File: src/rtl/core/bmorph_pkg.sv
// shared constants, register codes, channel types and helper functions for the
// 3x3 binary morphology block; no dependencies
package bmorph_pkg;

    localparam int MAX_WIDTH   = 1024;
    localparam int MAX_HEIGHT  = 1024;
    localparam int KERNEL_SIZE = 3;

    localparam int WIN_BITS  = KERNEL_SIZE * KERNEL_SIZE;
    localparam int LINES     = KERNEL_SIZE - 1;
    localparam int CFG_DIM_W = 11;
    localparam int MODE_W    = 2;

    localparam int COL_W  = $clog2(MAX_WIDTH);
    localparam int FIT_WD = $clog2(MAX_WIDTH + 1);
    localparam int FIT_HT = $clog2(MAX_HEIGHT + 4);
    localparam int FIT_A  = (FIT_WD > FIT_HT) ? FIT_WD : FIT_HT;
    localparam int DIM_W  = (FIT_A > CFG_DIM_W) ? FIT_A : CFG_DIM_W;

    localparam int REG_COUNT = 4;
    localparam int REG_IDX_W = $clog2(REG_COUNT);
    localparam int PADDR_W   = REG_IDX_W + 2;
    localparam int PDATA_W   = 32;

    localparam logic [WIN_BITS-1:0]  SE_MASK_RESET = '1;
    localparam logic [CFG_DIM_W-1:0] DIM_RESET     = CFG_DIM_W'(1024);

    typedef enum logic [REG_IDX_W-1:0] {
        REG_SE_MASK,
        REG_MODE,
        REG_FRAME_WIDTH,
        REG_FRAME_HEIGHT
    } reg_idx_t;

    typedef enum logic [MODE_W-1:0] {
        MODE_DILATION,
        MODE_EROSION,
        MODE_CLOSING,
        MODE_OPENING
    } mode_t;

    typedef struct packed {
        logic op;
        logic pixel_in;
    } in_item_t;

    typedef struct packed {
        logic pixel_out;
        logic row_end;
        logic frame_end;
    } out_item_t;

    // settings seen by one morphology stage
    typedef struct packed {
        logic [DIM_W-1:0]    w;
        logic [DIM_W-1:0]    h;
        logic [WIN_BITS-1:0] mask;
        logic                erode;
    } stage_cfg_t;

    // pixel entering a stage at its next stream position
    typedef struct packed {
        logic valid;
        logic value;
        logic last;
    } stage_in_t;

    // pixel leaving a stage, positioned at the window center
    typedef struct packed {
        logic valid;
        logic in_frame;
        logic last;
        logic value;
        logic row_end;
        logic frame_end;
    } stage_res_t;

    typedef struct packed {
        logic [DIM_W-1:0] row;
        logic [COL_W-1:0] col;
    } pos_t;

    function automatic logic [DIM_W-1:0] clamp_dim(input logic [CFG_DIM_W-1:0] raw,
                                                   input logic [DIM_W-1:0]     maxv);
        logic [DIM_W-1:0] v;
        v = DIM_W'(raw);
        if (v == '0) begin
            v = DIM_W'(1);
        end else if (v > maxv) begin
            v = maxv;
        end
        return v;
    endfunction

    function automatic logic [WIN_BITS-1:0] reflect_mask(input logic [WIN_BITS-1:0] m);
        logic [WIN_BITS-1:0] r;
        for (int b = 0; b < WIN_BITS; b++) begin
            r[WIN_BITS-1-b] = m[b];
        end
        return r;
    endfunction

endpackage

File: src/rtl/core/bmorph_ram.sv
// generic single-write, single-read ram with registered read data (read-first)
// no dependencies
module bmorph_ram #(
    parameter int WIDTH = 1,
    parameter int DEPTH = 2,
    localparam int AW = (DEPTH > 1) ? $clog2(DEPTH) : 1
) (
    input  logic             aclk,
    input  logic             wr_en,
    input  logic [AW-1:0]    wr_addr,
    input  logic [WIDTH-1:0] wr_data,
    input  logic             rd_en,
    input  logic [AW-1:0]    rd_addr,
    output logic [WIDTH-1:0] rd_data
);

    logic [WIDTH-1:0] mem_reg [DEPTH];
    logic [WIDTH-1:0] rd_data_reg;

    always_ff @(posedge aclk) begin
        if (wr_en) begin
            mem_reg[wr_addr] <= wr_data;
        end
        if (rd_en) begin
            rd_data_reg <= mem_reg[rd_addr];
        end
    end

    assign rd_data = rd_data_reg;

endmodule

File: src/rtl/core/bmorph_stage.sv
// one line-buffered 3x3 morphology stage: position counter, line ram, window, operator
// depends on bmorph_pkg and bmorph_ram
module bmorph_stage (
    input  logic                   aclk,
    input  logic                   aresetn,
    input  logic                   en,
    input  bmorph_pkg::stage_cfg_t cfg,
    input  bmorph_pkg::stage_in_t  in_item,
    output bmorph_pkg::stage_res_t res,
    output bmorph_pkg::pos_t       pos
);

    localparam int DW = bmorph_pkg::DIM_W;
    localparam int CW = bmorph_pkg::COL_W;
    localparam int LW = bmorph_pkg::LINES;
    localparam int KS = bmorph_pkg::KERNEL_SIZE;
    localparam int WB = bmorph_pkg::WIN_BITS;
    localparam logic signed [DW:0] ONE_S = (DW+1)'(1);
    localparam logic signed [DW:0] TWO_S = (DW+1)'(2);

    typedef struct packed {
        logic                 valid;
        logic                 value;
        logic                 last;
        logic [CW-1:0]        addr;
        logic signed [DW:0]   row_m;
        logic [CW-1:0]        col_m;
        logic                 byp;
        logic [LW-1:0]        byp_data;
    } fetch_t;

    bmorph_pkg::pos_t       pos_reg, pos_next;
    fetch_t                 a_reg, a_next;
    bmorph_pkg::stage_res_t b_reg, b_next;
    logic [WB-1:0]          win_reg, win_next;

    logic                   in_fire;
    logic [DW-1:0]          w_m1;
    logic [CW-1:0]          w_last_col;
    logic signed [DW:0]     h_s;
    logic signed [DW:0]     row_m;
    logic [CW-1:0]          col_m;
    logic [LW-1:0]          ram_rd;
    logic [LW-1:0]          line_rd;
    logic [LW-1:0]          wr_data;
    logic                   wr_en;
    logic [KS-1:0]          new_col;
    logic [KS-1:0]          row_ok;
    logic [KS-1:0]          col_ok;
    logic [WB-1:0]          win_vis;
    logic                   op_out;
    logic                   in_frame;

    assign in_fire    = in_item.valid && en;
    assign w_m1       = cfg.w - 1'b1;
    assign w_last_col = w_m1[CW-1:0];
    assign h_s        = $signed({1'b0, cfg.h});

    // center of the window that this pixel completes: one row and one pixel back
    always_comb begin
        if (pos_reg.col == '0) begin
            row_m = $signed({1'b0, pos_reg.row}) - TWO_S;
            col_m = w_last_col;
        end else begin
            row_m = $signed({1'b0, pos_reg.row}) - ONE_S;
            col_m = pos_reg.col - 1'b1;
        end
    end

    always_comb begin
        pos_next = pos_reg;
        if (in_fire) begin
            if (in_item.last) begin
                pos_next = '0;
            end else if (pos_reg.col == w_last_col) begin
                pos_next.col = '0;
                pos_next.row = pos_reg.row + 1'b1;
            end else begin
                pos_next.col = pos_reg.col + 1'b1;
            end
        end
    end

    // line ram: {two rows up, one row up} per column
    assign line_rd = a_reg.byp ? a_reg.byp_data : ram_rd;
    assign wr_data = {line_rd[0], a_reg.value};
    assign wr_en   = a_reg.valid && en;

    bmorph_ram #(
        .WIDTH (LW),
        .DEPTH (bmorph_pkg::MAX_WIDTH)
    ) u_lines (
        .aclk    (aclk),
        .wr_en   (wr_en),
        .wr_addr (a_reg.addr),
        .wr_data (wr_data),
        .rd_en   (in_fire),
        .rd_addr (pos_reg.col),
        .rd_data (ram_rd)
    );

    always_comb begin
        a_next = a_reg;
        if (en) begin
            a_next.valid    = in_item.valid;
            a_next.value    = in_item.value;
            a_next.last     = in_item.last;
            a_next.addr     = pos_reg.col;
            a_next.row_m    = row_m;
            a_next.col_m    = col_m;
            // same column written on this edge: forward the write data
            a_next.byp      = a_reg.valid && (a_reg.addr == pos_reg.col);
            a_next.byp_data = wr_data;
        end
    end

    // window shift: column k = 2 is the newest, row s = 2 the current line
    always_comb begin
        new_col = {a_reg.value, line_rd[0], line_rd[1]};
        win_next = win_reg;
        if (wr_en) begin
            for (int s = 0; s < KS; s++) begin
                for (int k = 0; k < KS - 1; k++) begin
                    win_next[s*KS+k] = win_reg[s*KS+k+1];
                end
                win_next[s*KS+KS-1] = new_col[s];
            end
        end
    end

    // zero frame around the image
    always_comb begin
        row_ok    = '1;
        col_ok    = '1;
        row_ok[0] = (a_reg.row_m >= ONE_S);
        row_ok[2] = (a_reg.row_m < (h_s - ONE_S));
        col_ok[0] = (a_reg.col_m != '0);
        col_ok[2] = (a_reg.col_m != w_last_col);
        for (int s = 0; s < KS; s++) begin
            for (int k = 0; k < KS; k++) begin
                win_vis[s*KS+k] = win_next[s*KS+k] && row_ok[s] && col_ok[k];
            end
        end
    end

    assign op_out   = cfg.erode ? ((win_vis & cfg.mask) == cfg.mask)
                                : (|(win_vis & bmorph_pkg::reflect_mask(cfg.mask)));
    assign in_frame = !a_reg.row_m[DW] && (a_reg.row_m < h_s);

    always_comb begin
        b_next = b_reg;
        if (en) begin
            b_next.valid     = a_reg.valid && !a_reg.row_m[DW];
            b_next.in_frame  = in_frame;
            b_next.last      = a_reg.last;
            b_next.value     = in_frame && op_out;
            b_next.row_end   = (a_reg.col_m == w_last_col);
            b_next.frame_end = (a_reg.col_m == w_last_col) && (a_reg.row_m == (h_s - ONE_S));
        end
    end

    always_ff @(posedge aclk) begin
        if (!aresetn) begin
            pos_reg <= '0;
            a_reg   <= '0;
            b_reg   <= '0;
        end else begin
            pos_reg <= pos_next;
            a_reg   <= a_next;
            b_reg   <= b_next;
        end
        win_reg <= win_next;
    end

    assign res = b_reg;
    assign pos = pos_reg;

endmodule
File: config.mk
export PLATFORM = sky130hd
export DESIGN_NAME = bmorph_stage
export DESIGN_NICKNAME = d
export VERILOG_FILES = /design/src/rtl/core/bmorph_pkg.sv /design/src/rtl/core/bmorph_ram.sv /design/src/rtl/core/bmorph_stage.sv
export SDC_FILE = /design/constraint.sdc
export NUM_CORES = 2
export LEC_CHECK = 0
export BUFFER_PORTS_ARGS = -buffer_cell sky130_fd_sc_hd__buf_2
export CORE_ASPECT_RATIO = 1.25
export CORE_MARGIN = 10
export CORE_UTILIZATION = 31
export DETAILED_ROUTE_END_ITERATION = 10
export HOLD_SLACK_MARGIN = 0.15
export PLACE_DENSITY_LB_ADDON = 0.12
export SYNTH_ARGS = -nofsm -noshare
export SYNTH_HDL_FRONTEND = slang
export SYNTH_HIERARCHICAL = 1
export SYNTH_SLANG_ARGS = --single-unit
export TNS_END_PERCENT = 5
File: constraint.sdc
create_clock -name aclk -period 14.92 [get_ports aclk]
set_input_delay 2.984 -clock aclk [delete_from_list [all_inputs] [get_ports aclk]]
set_output_delay 2.984 -clock aclk [all_outputs]
set_load 0.05 [all_outputs]
==> run metrics <==
status=complete, no violations; Power Density=125 nW/um^2; Static Leakage=29.3 nW; CP arrival=7110 ps; Final Max Tran Viols=0; synthesized cell area=89,000 um^2; dominant synthesized flop cell=edfxtp_1; period utilization=0.447; cell taking the most area after synthesis=edfxtp_1; max reg flops=2,048; CP required=15,350 ps; Reg2Reg Launch Point=pos[0]; crit start category=register; Pint=9.88 mW; VDD IR max=0.0986 mV; Flop pwr share=0.524; CTS tree=built; Post-CTS Setup Inserts=0; die width=499 um; M2 GR Usage=0.316; MaxCap Viol Count=0; critical path endpoint category=register; cell with the most instances after synthesis=edfxtp_1; synth unique cells=91; DIE HEIGHT=619 um; FF-to-FF End=u_lines/rd_data[1]; Final Setup Violations=0; num rows=219; clk_skew=46.3 ps; Async SR Flop Fraction=0; post-synthesis sequential area ratio=0.708; setup TNS=0 ps; htree depth=4; flop-to-flop setup slack=8240 ps; clock root cell=clkbuf_16; synthesized area per cell=16.5 um^2; HPWL Detailed=164,000 um; max_slew headroom=0.0770; Logic pwr share=0.039; Clk pin slew, worst setup/hold paths=60 ps; Clock power frac=0.437; Num Clock Sinks=2,124; Post-CTS Resized=0; busiest grt layer=met2; nets=5,495; GRT Residual Overflow=0; Yosys Warn Count=6; Cells after Synth=5,405; IO Pins=65; CORE AREA=285,000 um^2; measured slew at the worst slew-check pin=1380 ps; area growth from synthesis to layout=13.0%; sink of the worst hold path=a_reg[1]; DRT Pass-1 Iters=5; Post-synth EDFFs=2,050; final hold slack=482 ps; initial drt markers=4,641; Initial Util=0.312; Hold Path Cell Cnt=1; WL/cell=30.6 um; clk buf depth=4; FMAX=150 MHz; Synth top cells by count=edfxtp_1 (2,050), nor2_1 (1,103), mux4_2 (449); CTS buffer count=226; die area=309,000 um^2; first-pass GRT wire length=401,000 um; DRC=0; Detail Route Antenna Nets=0; gr usage total=0.180; RePlAce Congestion=0.765; M3 GR Usage=0.0225; switching part of the total power=0.213; initial antenna violation count=21; DR vias=49,600; number of global-route vias before repair=52,000; HP Start=a_reg[1]; I/O Buffers=63; RSZ-0062 raised after global routing=false; Synth area leaders=edfxtp_1 (69%), mux4_2 (11%), nor2_1 (4.7%); post-synth top area share=0.692; Net Count, Synth=5,475; pin count of the biggest net entering global routing=233; #FFs+latches synth=2,124; layout cells sized above 1=0.196; met1 GRT Util=0.236; worst reg2reg path depth=11; Post-CTS Hold Fix Bufs=0; min Tclk post-route=6680 ps; vias per cell=5.30; Final Hold Vio Count=0; worst setup path class=register to register; HP Class=register to register; sw power=2.67 mW; DRT Wirelength=287,000 um; crit-path max FO=53; Clock Latency Late Sink=880 ps
-- metal layers --
layer	routed length [um]	share of wire
met2	145000	0.51
met4	7150	0.025
met5	0	0
met1	120000	0.42
met3	14700	0.051
-- layout make-up --
class	instances	area [um^2]
Sequential cell	2124	63100
Clock buffer	269	5840
Inverter	39	160
Antenna cell	3	7.51
Tap cell	3757	4700
Fill cell	27100	185000
Multi-Input combinational cell	2809	24000
Timing Repair Buffer	225	1640
Clock inverter	131	1180
-- worst max-delay path, cell delays in order, from the launching register on --
cell	delay, ps
dfxtp_4	560
buf_12	480
buf_4	620
buf_4	670
mux4_2	600
a22o_1	250
a221oi_1	430
o21ai_0	420
nor3_1	870
nor3_1	280
o311ai_0	330
nand4_1	630
-- how the worst max path moves through the flow --
stage,depth (start not counted),endpoint,start,slack [ps]
2_1_floorplan,7,res[2],a_reg[2],910
3_3_place_gp,11,u_lines/rd_data[1],pos[0],8150
3_5_place_dp,11,u_lines/rd_data[1],pos[0],8140
4_1_cts,11,u_lines/rd_data[1],pos[0],8120
5_1_grt,11,u_lines/rd_data[1],pos[0],7980
6_report,11,u_lines/rd_data[1],pos[0],8240
-- metrics by stage --
step | instances | power [mW] | instance area, um^2 | setup WS (ps) | util
global route | 9355 | 13.0 | 101000 | 7980 | 0.353
CTS | 9354 | 12.7 | 101000 | 8120 | 0.353
floorplan | 5405 | 7.13 | 89000 | 910 | -
global placement | 8954 | 7.20 | 93600 | 8150 | 0.328
finish | 9357 | 12.6 | 101000 | 8240 | 0.353
detailed placement | 8954 | 7.20 | 93600 | 8140 | 0.328
-- cells in the final DEF (no fill, tap or decap), types with 42 or more instances in the layout --
master     netlist  layout
edfxtp_1      2050    2050
nor2_1        1103    1100
mux4_2         449     449
mux2i_1        235     235
clkbuf_16        0     227
buf_4           28     153
nand2_1        138     131
a21oi_1         91      91
o221ai_1        83      83
dfxtp_1         74      66
buf_2           30      63
o21ai_0         59      59
clkinv_2         0      57
nor3_1          56      54
o22ai_1         48      48
a22oi_1         47      47
clkinv_1         1      45
clkbuf_1       267      42
-- power by group through the flow --
stage / clock [mW] / combinational, mW / sequential [mW]
floorplan: 0 / 0.346 / 6.79
finish: 5.49 / 0.491 / 6.57
global route: 5.86 / 0.535 / 6.57
detailed placement: 0 / 0.502 / 6.70
global placement: 0 / 0.500 / 6.70
CTS: 5.63 / 0.504 / 6.57
-- logic make-up after synthesis --
logic type	share of synthesized area
flip-flops	0.708
AND/OR/NAND/NOR	0.0741
multiplexers	0.142
buffers and inverters	0.0269
AO/OA/AOI/OAI	0.0366
XOR/XNOR	0.00731
adder cells (fa/ha/maj)	0.00450
(Power assumes the default switching activity.)
